===== src/sv/ctrq_pkg.sv =====
// Package for the coalescing reply queue: sizes, codes and transaction types.
// No dependencies; used by every module of the block.
`default_nettype none
package ctrq_pkg;
  localparam int CAPACITY = 16;
  localparam int IDX_W = $clog2(CAPACITY);
  localparam int CNT_W = 5;

  localparam logic [1:0] FUNC_ENQ = 2'd0;
  localparam logic [1:0] FUNC_EXPIRE = 2'd1;
  localparam logic [1:0] FUNC_TAKE = 2'd2;
  localparam logic [1:0] FUNC_NOP = 2'd3;

  localparam logic [1:0] ST_OK = 2'd0;
  localparam logic [1:0] ST_BAD_TIME = 2'd1;
  localparam logic [1:0] ST_FULL_EMPTY = 2'd2;

  typedef struct packed {
    logic [1:0]  func;
    logic [63:0] now_ms;
    logic [47:0] target;
    logic [15:0] request_code;
    logic [31:0] payload;
  } req_t;

  typedef struct packed {
    logic [1:0]       status;
    logic             coalesced;
    logic [CNT_W-1:0] purged;
    logic [47:0]      taken_target;
    logic [15:0]      taken_request;
    logic [31:0]      taken_payload;
    logic [63:0]      taken_expiry;
    logic [31:0]      taken_repeats;
    logic [CNT_W-1:0] occupancy;
  } rsp_t;

  typedef struct packed {
    logic [47:0] target;
    logic [15:0] request;
    logic [31:0] payload;
    logic [63:0] expiry;
    logic [31:0] repeats;
  } slot_t;

  typedef struct packed {
    logic             we;
    logic [IDX_W-1:0] waddr;
    slot_t            wdata;
    logic [IDX_W-1:0] raddr;
  } ram_ctl_t;
endpackage
`default_nettype wire


===== src/sv/ctrq_slot_ram.sv =====
// Slot memory of the reply queue: one write and one registered read per cycle.
// Depends on ctrq_pkg.
`default_nettype none
module ctrq_slot_ram
  import ctrq_pkg::*;
(
  input  wire logic     clk,
  input  wire ram_ctl_t ctl,
  output slot_t         rdata
);
  slot_t mem [CAPACITY];

  always_ff @(posedge clk) begin
    if (ctl.we) begin
      mem[ctl.waddr] <= ctl.wdata;
    end
    rdata <= mem[ctl.raddr];
  end
endmodule
`default_nettype wire


===== src/sv/coalescing_ttl_reply_queue.sv =====
// Top level of the coalescing reply queue with expiry.
// Depends on ctrq_pkg and ctrq_slot_ram.
//
//  channel  | signals                      | transaction when
//  ---------+------------------------------+-----------------------
//  command  | start, busy, req             | start && !busy
//  result   | done, rsp                    | done (one cycle)
//  config   | cfg_valid, cfg_ready, cfg_data | cfg_valid && cfg_ready
//
// An operation that sweeps reads one slot from the slot memory each cycle and
// writes its survivor back compacted. A rejected time or the unused selector
// skips the sweep and passes through the short state instead.
// Reset clears fill level, last time and ttl (to 1000); slots stay undefined.
// The result cannot be stalled; a new command may arrive with done.
`default_nettype none
module coalescing_ttl_reply_queue
  import ctrq_pkg::*;
(
  input  wire logic        clk,
  input  wire logic        rst,
  input  wire logic        start,
  output logic             busy,
  input  wire req_t        req,
  output logic             done,
  output rsp_t             rsp,
  input  wire logic        cfg_valid,
  output logic             cfg_ready,
  input  wire logic [31:0] cfg_data
);
  localparam logic [1:0] S_IDLE = 2'd0;
  localparam logic [1:0] S_SWEEP = 2'd1;
  localparam logic [1:0] S_SHORT = 2'd2;

  logic [1:0]       state;
  req_t             cmd;
  logic [31:0]      ttl;
  logic [63:0]      last_time;
  logic [CNT_W-1:0] fill;
  logic [CNT_W-1:0] rd;
  logic [CNT_W-1:0] wr;
  logic [CNT_W-1:0] dropped;
  logic             pv;
  logic             merged;
  logic             taken;
  logic             bad;
  slot_t            head;
  slot_t            rdata;
  ram_ctl_t         ctl;
  logic [63:0]      expiry_new;
  logic             expired;
  logic             key_hit;
  logic             full;

  assign cfg_ready = (state == S_IDLE);
  assign busy = (state != S_IDLE);
  assign expiry_new = cmd.now_ms + {32'd0, ttl};
  assign expired = rdata.expiry <= cmd.now_ms;
  assign key_hit = (rdata.target == cmd.target) && (rdata.request == cmd.request_code);
  assign full = (wr == CNT_W'(CAPACITY));

  ctrq_slot_ram u_ram (.clk(clk), .ctl(ctl), .rdata(rdata));

  // Read next slot, write back survivor (merged if keyed, not a taken head), append at end.
  always_comb begin
    ctl.raddr = rd[IDX_W-1:0];
    ctl.we = 1'b0;
    ctl.waddr = wr[IDX_W-1:0];
    ctl.wdata = rdata;
    if (state == S_SWEEP) begin
      if (pv) begin
        if (!expired && !(cmd.func == FUNC_TAKE && !taken)) begin
          ctl.we = 1'b1;
          if (cmd.func == FUNC_ENQ && !merged && key_hit) begin
            ctl.wdata.payload = cmd.payload;
            ctl.wdata.expiry = expiry_new;
            if (rdata.repeats != '1) begin
              ctl.wdata.repeats = rdata.repeats + 32'd1;
            end
          end
        end
      end else if (rd == fill && cmd.func == FUNC_ENQ && !merged && !full) begin
        ctl.we = 1'b1;
        ctl.wdata.target = cmd.target;
        ctl.wdata.request = cmd.request_code;
        ctl.wdata.payload = cmd.payload;
        ctl.wdata.expiry = expiry_new;
        ctl.wdata.repeats = 32'd1;
      end
    end
  end

  always_comb begin
    bad = 1'b0;
    if (req.func != FUNC_NOP) begin
      bad = (req.now_ms < last_time) ||
            (req.func == FUNC_ENQ && req.now_ms > ~64'd0 - {32'd0, ttl});
    end
  end

  always_ff @(posedge clk) begin
    if (rst) begin
      state <= S_IDLE;
      ttl <= 32'd1000;
      last_time <= '0;
      fill <= '0;
      done <= 1'b0;
    end else begin
      // Strobe done for one cycle after a short operation or a finished sweep.
      done <= (state == S_SHORT) || (state == S_SWEEP && !pv && rd == fill);
      if (cfg_valid && cfg_ready) begin
        ttl <= cfg_data;
      end
      case (state)
        S_IDLE: begin
          if (start) begin
            cmd <= req;
            rd <= '0;
            wr <= '0;
            dropped <= '0;
            pv <= 1'b0;
            merged <= 1'b0;
            taken <= 1'b0;
            rsp <= '0;
            if (req.func == FUNC_NOP || bad) begin
              state <= S_SHORT;
            end else begin
              state <= S_SWEEP;
            end
          end
        end
        S_SHORT: begin
          // Only the unused selector or a rejected time lands here.
          rsp.status <= (cmd.func == FUNC_NOP) ? ST_OK : ST_BAD_TIME;
          rsp.occupancy <= fill;
          state <= S_IDLE;
        end
        S_SWEEP: begin
          // Advance the read pointer; data returns the next cycle.
          pv <= (rd != fill);
          if (rd != fill) begin
            rd <= rd + CNT_W'(1);
          end
          if (pv) begin
            if (expired) begin
              dropped <= dropped + CNT_W'(1);
            end else if (cmd.func == FUNC_TAKE && !taken) begin
              taken <= 1'b1;
              head <= rdata;
            end else begin
              wr <= wr + CNT_W'(1);
              if (cmd.func == FUNC_ENQ && key_hit) begin
                merged <= 1'b1;
              end
            end
          end else if (rd == fill) begin
            // Sweep finished: close out the operation.
            state <= S_IDLE;
            if (cmd.func == FUNC_ENQ && !merged && full) begin
              // Nothing dropped, so the slots are unchanged; hold last time.
              rsp.status <= ST_FULL_EMPTY;
              rsp.occupancy <= wr;
            end else if (cmd.func == FUNC_ENQ && !merged) begin
              rsp.purged <= dropped;
              rsp.occupancy <= wr + CNT_W'(1);
              fill <= wr + CNT_W'(1);
              last_time <= cmd.now_ms;
            end else begin
              rsp.purged <= dropped;
              rsp.occupancy <= wr;
              fill <= wr;
              last_time <= cmd.now_ms;
              if (cmd.func == FUNC_ENQ) begin
                rsp.coalesced <= merged;
              end else if (cmd.func == FUNC_TAKE) begin
                if (!taken) begin
                  rsp.status <= ST_FULL_EMPTY;
                end else begin
                  rsp.taken_target <= head.target;
                  rsp.taken_request <= head.request;
                  rsp.taken_payload <= head.payload;
                  rsp.taken_expiry <= head.expiry;
                  rsp.taken_repeats <= head.repeats;
                end
              end
            end
          end
        end
        default: state <= S_IDLE;
      endcase
    end
  end

`ifndef SYNTH
  a_fill_bound: assert property (@(posedge clk) disable iff (rst)
    fill <= CNT_W'(CAPACITY)) else $error("fill level beyond capacity");
  a_wr_behind_rd: assert property (@(posedge clk) disable iff (rst)
    state == S_SWEEP |-> wr <= rd) else $error("compaction write passed read");
  a_done_idle: assert property (@(posedge clk) disable iff (rst)
    done |-> state == S_IDLE) else $error("result while busy");
  a_cfg_idle: assert property (@(posedge clk) disable iff (rst)
    state == S_SWEEP |=> $stable(ttl)) else $error("ttl changed during sweep");
`endif
endmodule
`default_nettype wire


===== config.mk =====
export PLATFORM = sky130hd
export DESIGN_NAME = coalescing_ttl_reply_queue
export DESIGN_NICKNAME = d
export VERILOG_FILES = /design/src/sv/ctrq_pkg.sv /design/src/sv/ctrq_slot_ram.sv /design/src/sv/coalescing_ttl_reply_queue.sv
export SDC_FILE = /design/constraint.sdc
export NUM_CORES = 2
export LEC_CHECK = 0
export ABC_AREA = 1
export BUFFER_PORTS_ARGS = -buffer_cell sky130_fd_sc_hd__buf_4
export CORE_ASPECT_RATIO = 0.6
export CORE_MARGIN = 5
export CORE_UTILIZATION = 55
export CTS_BUF_LIST = sky130_fd_sc_hd__clkbuf_2 sky130_fd_sc_hd__clkbuf_4 sky130_fd_sc_hd__clkbuf_8
export DETAILED_ROUTE_END_ITERATION = 8
export PLACE_DENSITY = 0.72
export SLEW_MARGIN = 10
export SYNTH_ARGS = -nofsm -noshare
export SYNTH_HDL_FRONTEND = slang
export SYNTH_SLANG_ARGS = --single-unit

===== constraint.sdc =====
create_clock -name clk -period 28.1 [get_ports clk]
set_clock_uncertainty 0.15 [all_clocks]
set_input_delay 5.62 -clock clk [delete_from_list [all_inputs] [get_ports clk]]
set_output_delay 5.62 -clock clk [all_outputs]
set_load 0.005 [all_outputs]

==> impl_metrics.json <==
{
  "gr-total-overflow": 0,
  "period_share_pct": 28.7,
  "total_power_mw": 14.2,
  "initial_core_util_pct": 55.4,
  "postCtsHoldBufs": 0,
  "ys.flop_type": "edfxtp_1",
  "die_height_um": 426,
  "clk_latency_ns": 1.09,
  "route.detailed.drc": 0,
  "numClockSinks": 3945,
  "gp_congestion": 0.936,
  "hold_class": "flop to flop",
  "drive_above_1_share_pct": 13.0,
  "reg2reg_from": "cmd[161]",
  "status": "finished clean",
  "drt_wl_total_um": 462000,
  "synthArstFlopShare_pct": 0,
  "synth_enable_flop_cells": 3649,
  "ys_seq_area_share_pct": 72.8,
  "grt_first_pass_wirelength_um": 674000,
  "cts_tree": "done",
  "syn_to_final_growth_pct": 11.7,
  "place_area_um2": 166000,
  "holdPathStages": 0,
  "tns_ns": 0,
  "vias": 108000,
  "whs_ns": 0.292,
  "routedWlPerCell_um": 26.2,
  "port-buffer-count": 405,
  "htreeDepth": 6,
  "crit_chain": "inv_1 > ha_1 > inv_1 > buf_4",
  "hpwl_um": 251000,
  "synthDistinctLibCells": 55,
  "period_minus_slack_ns": 8.08,
  "synthesis.nets": 13300,
  "fin_nets": 13700,
  "grt_max_degree": 253,
  "hold_viol_final": 0,
  "slowest_stage": "dfxtp_1",
  "rsz0062_at_grt": "false",
  "antenna_found_initial": 9,
  "seqCellArea_um2": 116000,
  "grt_pass1_vias": 105000,
  "reg2regPathDepth": 14,
  "synth-warning-count": 0,
  "ir_worst_vdd_mv": 0.0446,
  "worst_pin_slew_ns": 1.38,
  "leakage_nw": 63.9,
  "crit_path_end_kind": "output port",
  "regToRegEndpoint": "u_ram.mem[13][117]",
  "multi_input_area_um2": 37700,
  "rrSetupSlack_ns": 20.71,
  "die_area_um2": 300000,
  "cp_data_arrival_time_ns": 2.31,
  "cts_max_path_buffers": 4,
  "critPathKind": "flop to output port",
  "track_usage_pct": 30.2,
  "cts_resized": 0,
  "via_per_inst": 6.15,
  "synth.area.top_cells": "edfxtp_1 69%, nand2_1 6.1%, dfxtp_1 3.7%, o21ai_0 3.4%, nor2_1 2.7%",
  "synth-seq-cells": 3945,
  "syn_inst": 12900,
  "power_density_nw_per_um2": 80.3,
  "synth_top_area_share_pct": 69.0,
  "syn_area_um2": 159000,
  "finalSetupViolCount": 0,
  "nFillCells": 21300,
  "die_x_um": 704,
  "io_pins": 406,
  "maxCapViolCount": 0,
  "cts_made_buffers": 569,
  "layout.cells.non_filler": 17600,
  "cts_setup_buffers": 0,
  "crit_start": "state[0]",
  "clkTransAtPathRegs_ns": 0.07,
  "cp-start-kind": "flop",
  "crit_fanout": 5,
  "slew_headroom_pct": 7.93,
  "crit_top_cell": "inv_1",
  "dr.pass1.iters": 8,
  "drtIter0Drc": 15200,
  "core_um2": 287000,
  "worstPathRequired_ns": 22.33,
  "ant_nets": 0,
  "avgSynthCellArea_um2": 12.3,
  "endpoint": "busy",
  "cts-root-buf": "clkbuf_8",
  "final_area_um2": 177000,
  "fp-row-count": 152,
  "place_inst": 16600,
  "drv_slew": 0,
  "max_clock_freq_ghz": 0.124,
  "yosys.area.top_type": "edfxtp_1",
  "slowest_delay_ns": 0.51
}
sequential cells by signal, summed over array words and instances, names as in the netlist:
register,flops
u_ram.mem,3072
rsp,205
head,192
u_ram.rdata,192
cmd,162
last_time,64
ttl,32
dropped,5
fill,5
rd,5
wr,5
state,2
done,1
merged,1
pv,1
taken,1
through the flow:
step | setup slack (ns) | util [%]
finish | 20.02 | 61.9
global route | 19.93 | 61.9
CTS | 19.96 | 61.8
detailed placement | 19.10 | 57.8
global placement | 19.21 | 57.8
floorplan | 2.71 | -
synthesized netlist by cell type, types with 45 or more instances:
cell type	instances
nand2_1	2601
a21oi_2	47
inv_1	748
o221ai_1	271
a21oi_1	468
a221oi_1	150
nand2_2	45
o22ai_1	126
nor2_1	1131
ha_1	202
nand4_1	326
edfxtp_1	3649
o21ai_0	1094
nand3_1	684
clkbuf_1	636
xnor2_1	49
dfxtp_1	296
per-layer routing:
metal | vias to the layer above | routed length [um] | track usage (%)
met5 | - | 27 | 0
met4 | 4 | 18200 | 11.7
met3 | 1051 | 57200 | 6.44
met2 | 7080 | 207000 | 45.4
met1 | 53100 | 180000 | 43.4
li1 | 47200 | - | -
final cells by class:
type,instances,area share (%)
inverter,762,1.64
sequential,3945,65.1
timing repair buffer,586,2.64
clock buffer,888,6.01
antenna,4,0.00565
clock inverter,143,0.562
multi-input combinational,7450,21.3
tap,3850,2.72
kinds of logic (layout without fill, tap and decap cells):
group | count (synthesis) | count (layout) | share of synthesized area [%]
buf+inv | 1491 | 2379 | 3.62
xor+xnor | 91 | 91 | 0.502
compound gates | 2240 | 2240 | 8.41
flops | 3945 | 3945 | 72.8
fa+ha+maj | 203 | 203 | 1.60
other cells | 0 | 4 | 0
simple gates | 4916 | 4916 | 13.1
report_power, final:
part	internal (mW)	switching [mW]
Combinational	0.560	1.67
Clock	2.50	2.19
Sequential	7.10	0.217
how the worst min path moves through the flow:
stage                     startpoint         to  slack [ns]
floorplan           u_ram.rdata[134]  head[134]        0.26
finish              u_ram.rdata[187]  head[187]        0.29
global route        u_ram.rdata[187]  head[187]        0.32
CTS                 u_ram.rdata[187]  head[187]        0.30
global placement    u_ram.rdata[187]  head[187]        0.27
detailed placement  u_ram.rdata[187]  head[187]        0.27
placed cells by master, fill, tap and decap left out, types with 33 or more instances in the layout:
cell type / netlist / final
a21oi_1: 468 / 458
a21oi_2: 47 / 56
a221oi_1: 150 / 150
buf_4: 1 / 563
clkbuf_4: 0 / 250
clkbuf_8: 0 / 638
clkinv_1: 4 / 65
clkinv_2: 0 / 33
dfxtp_1: 296 / 296
edfxtp_1: 3649 / 3649
ha_1: 202 / 201
inv_1: 748 / 746
nand2_1: 2601 / 2600
nand2_2: 45 / 45
nand3_1: 684 / 684
nand3_2: 42 / 42
nand4_1: 326 / 326
nor2_1: 1131 / 1115
nor3_1: 36 / 33
o21ai_0: 1094 / 1080
o221ai_1: 271 / 271
o22ai_1: 126 / 126
xnor2_1: 49 / 49
xor2_1: 42 / 42
worst max-delay path: cells and delay by family (launching register included):
kind / cells / cell delay [ns]
adders and majority gates: 1 / 0.32
buffers and inverters: 3 / 0.39
DFF: 1 / 0.51
Note: power is estimated with default switching activity, not from simulation.
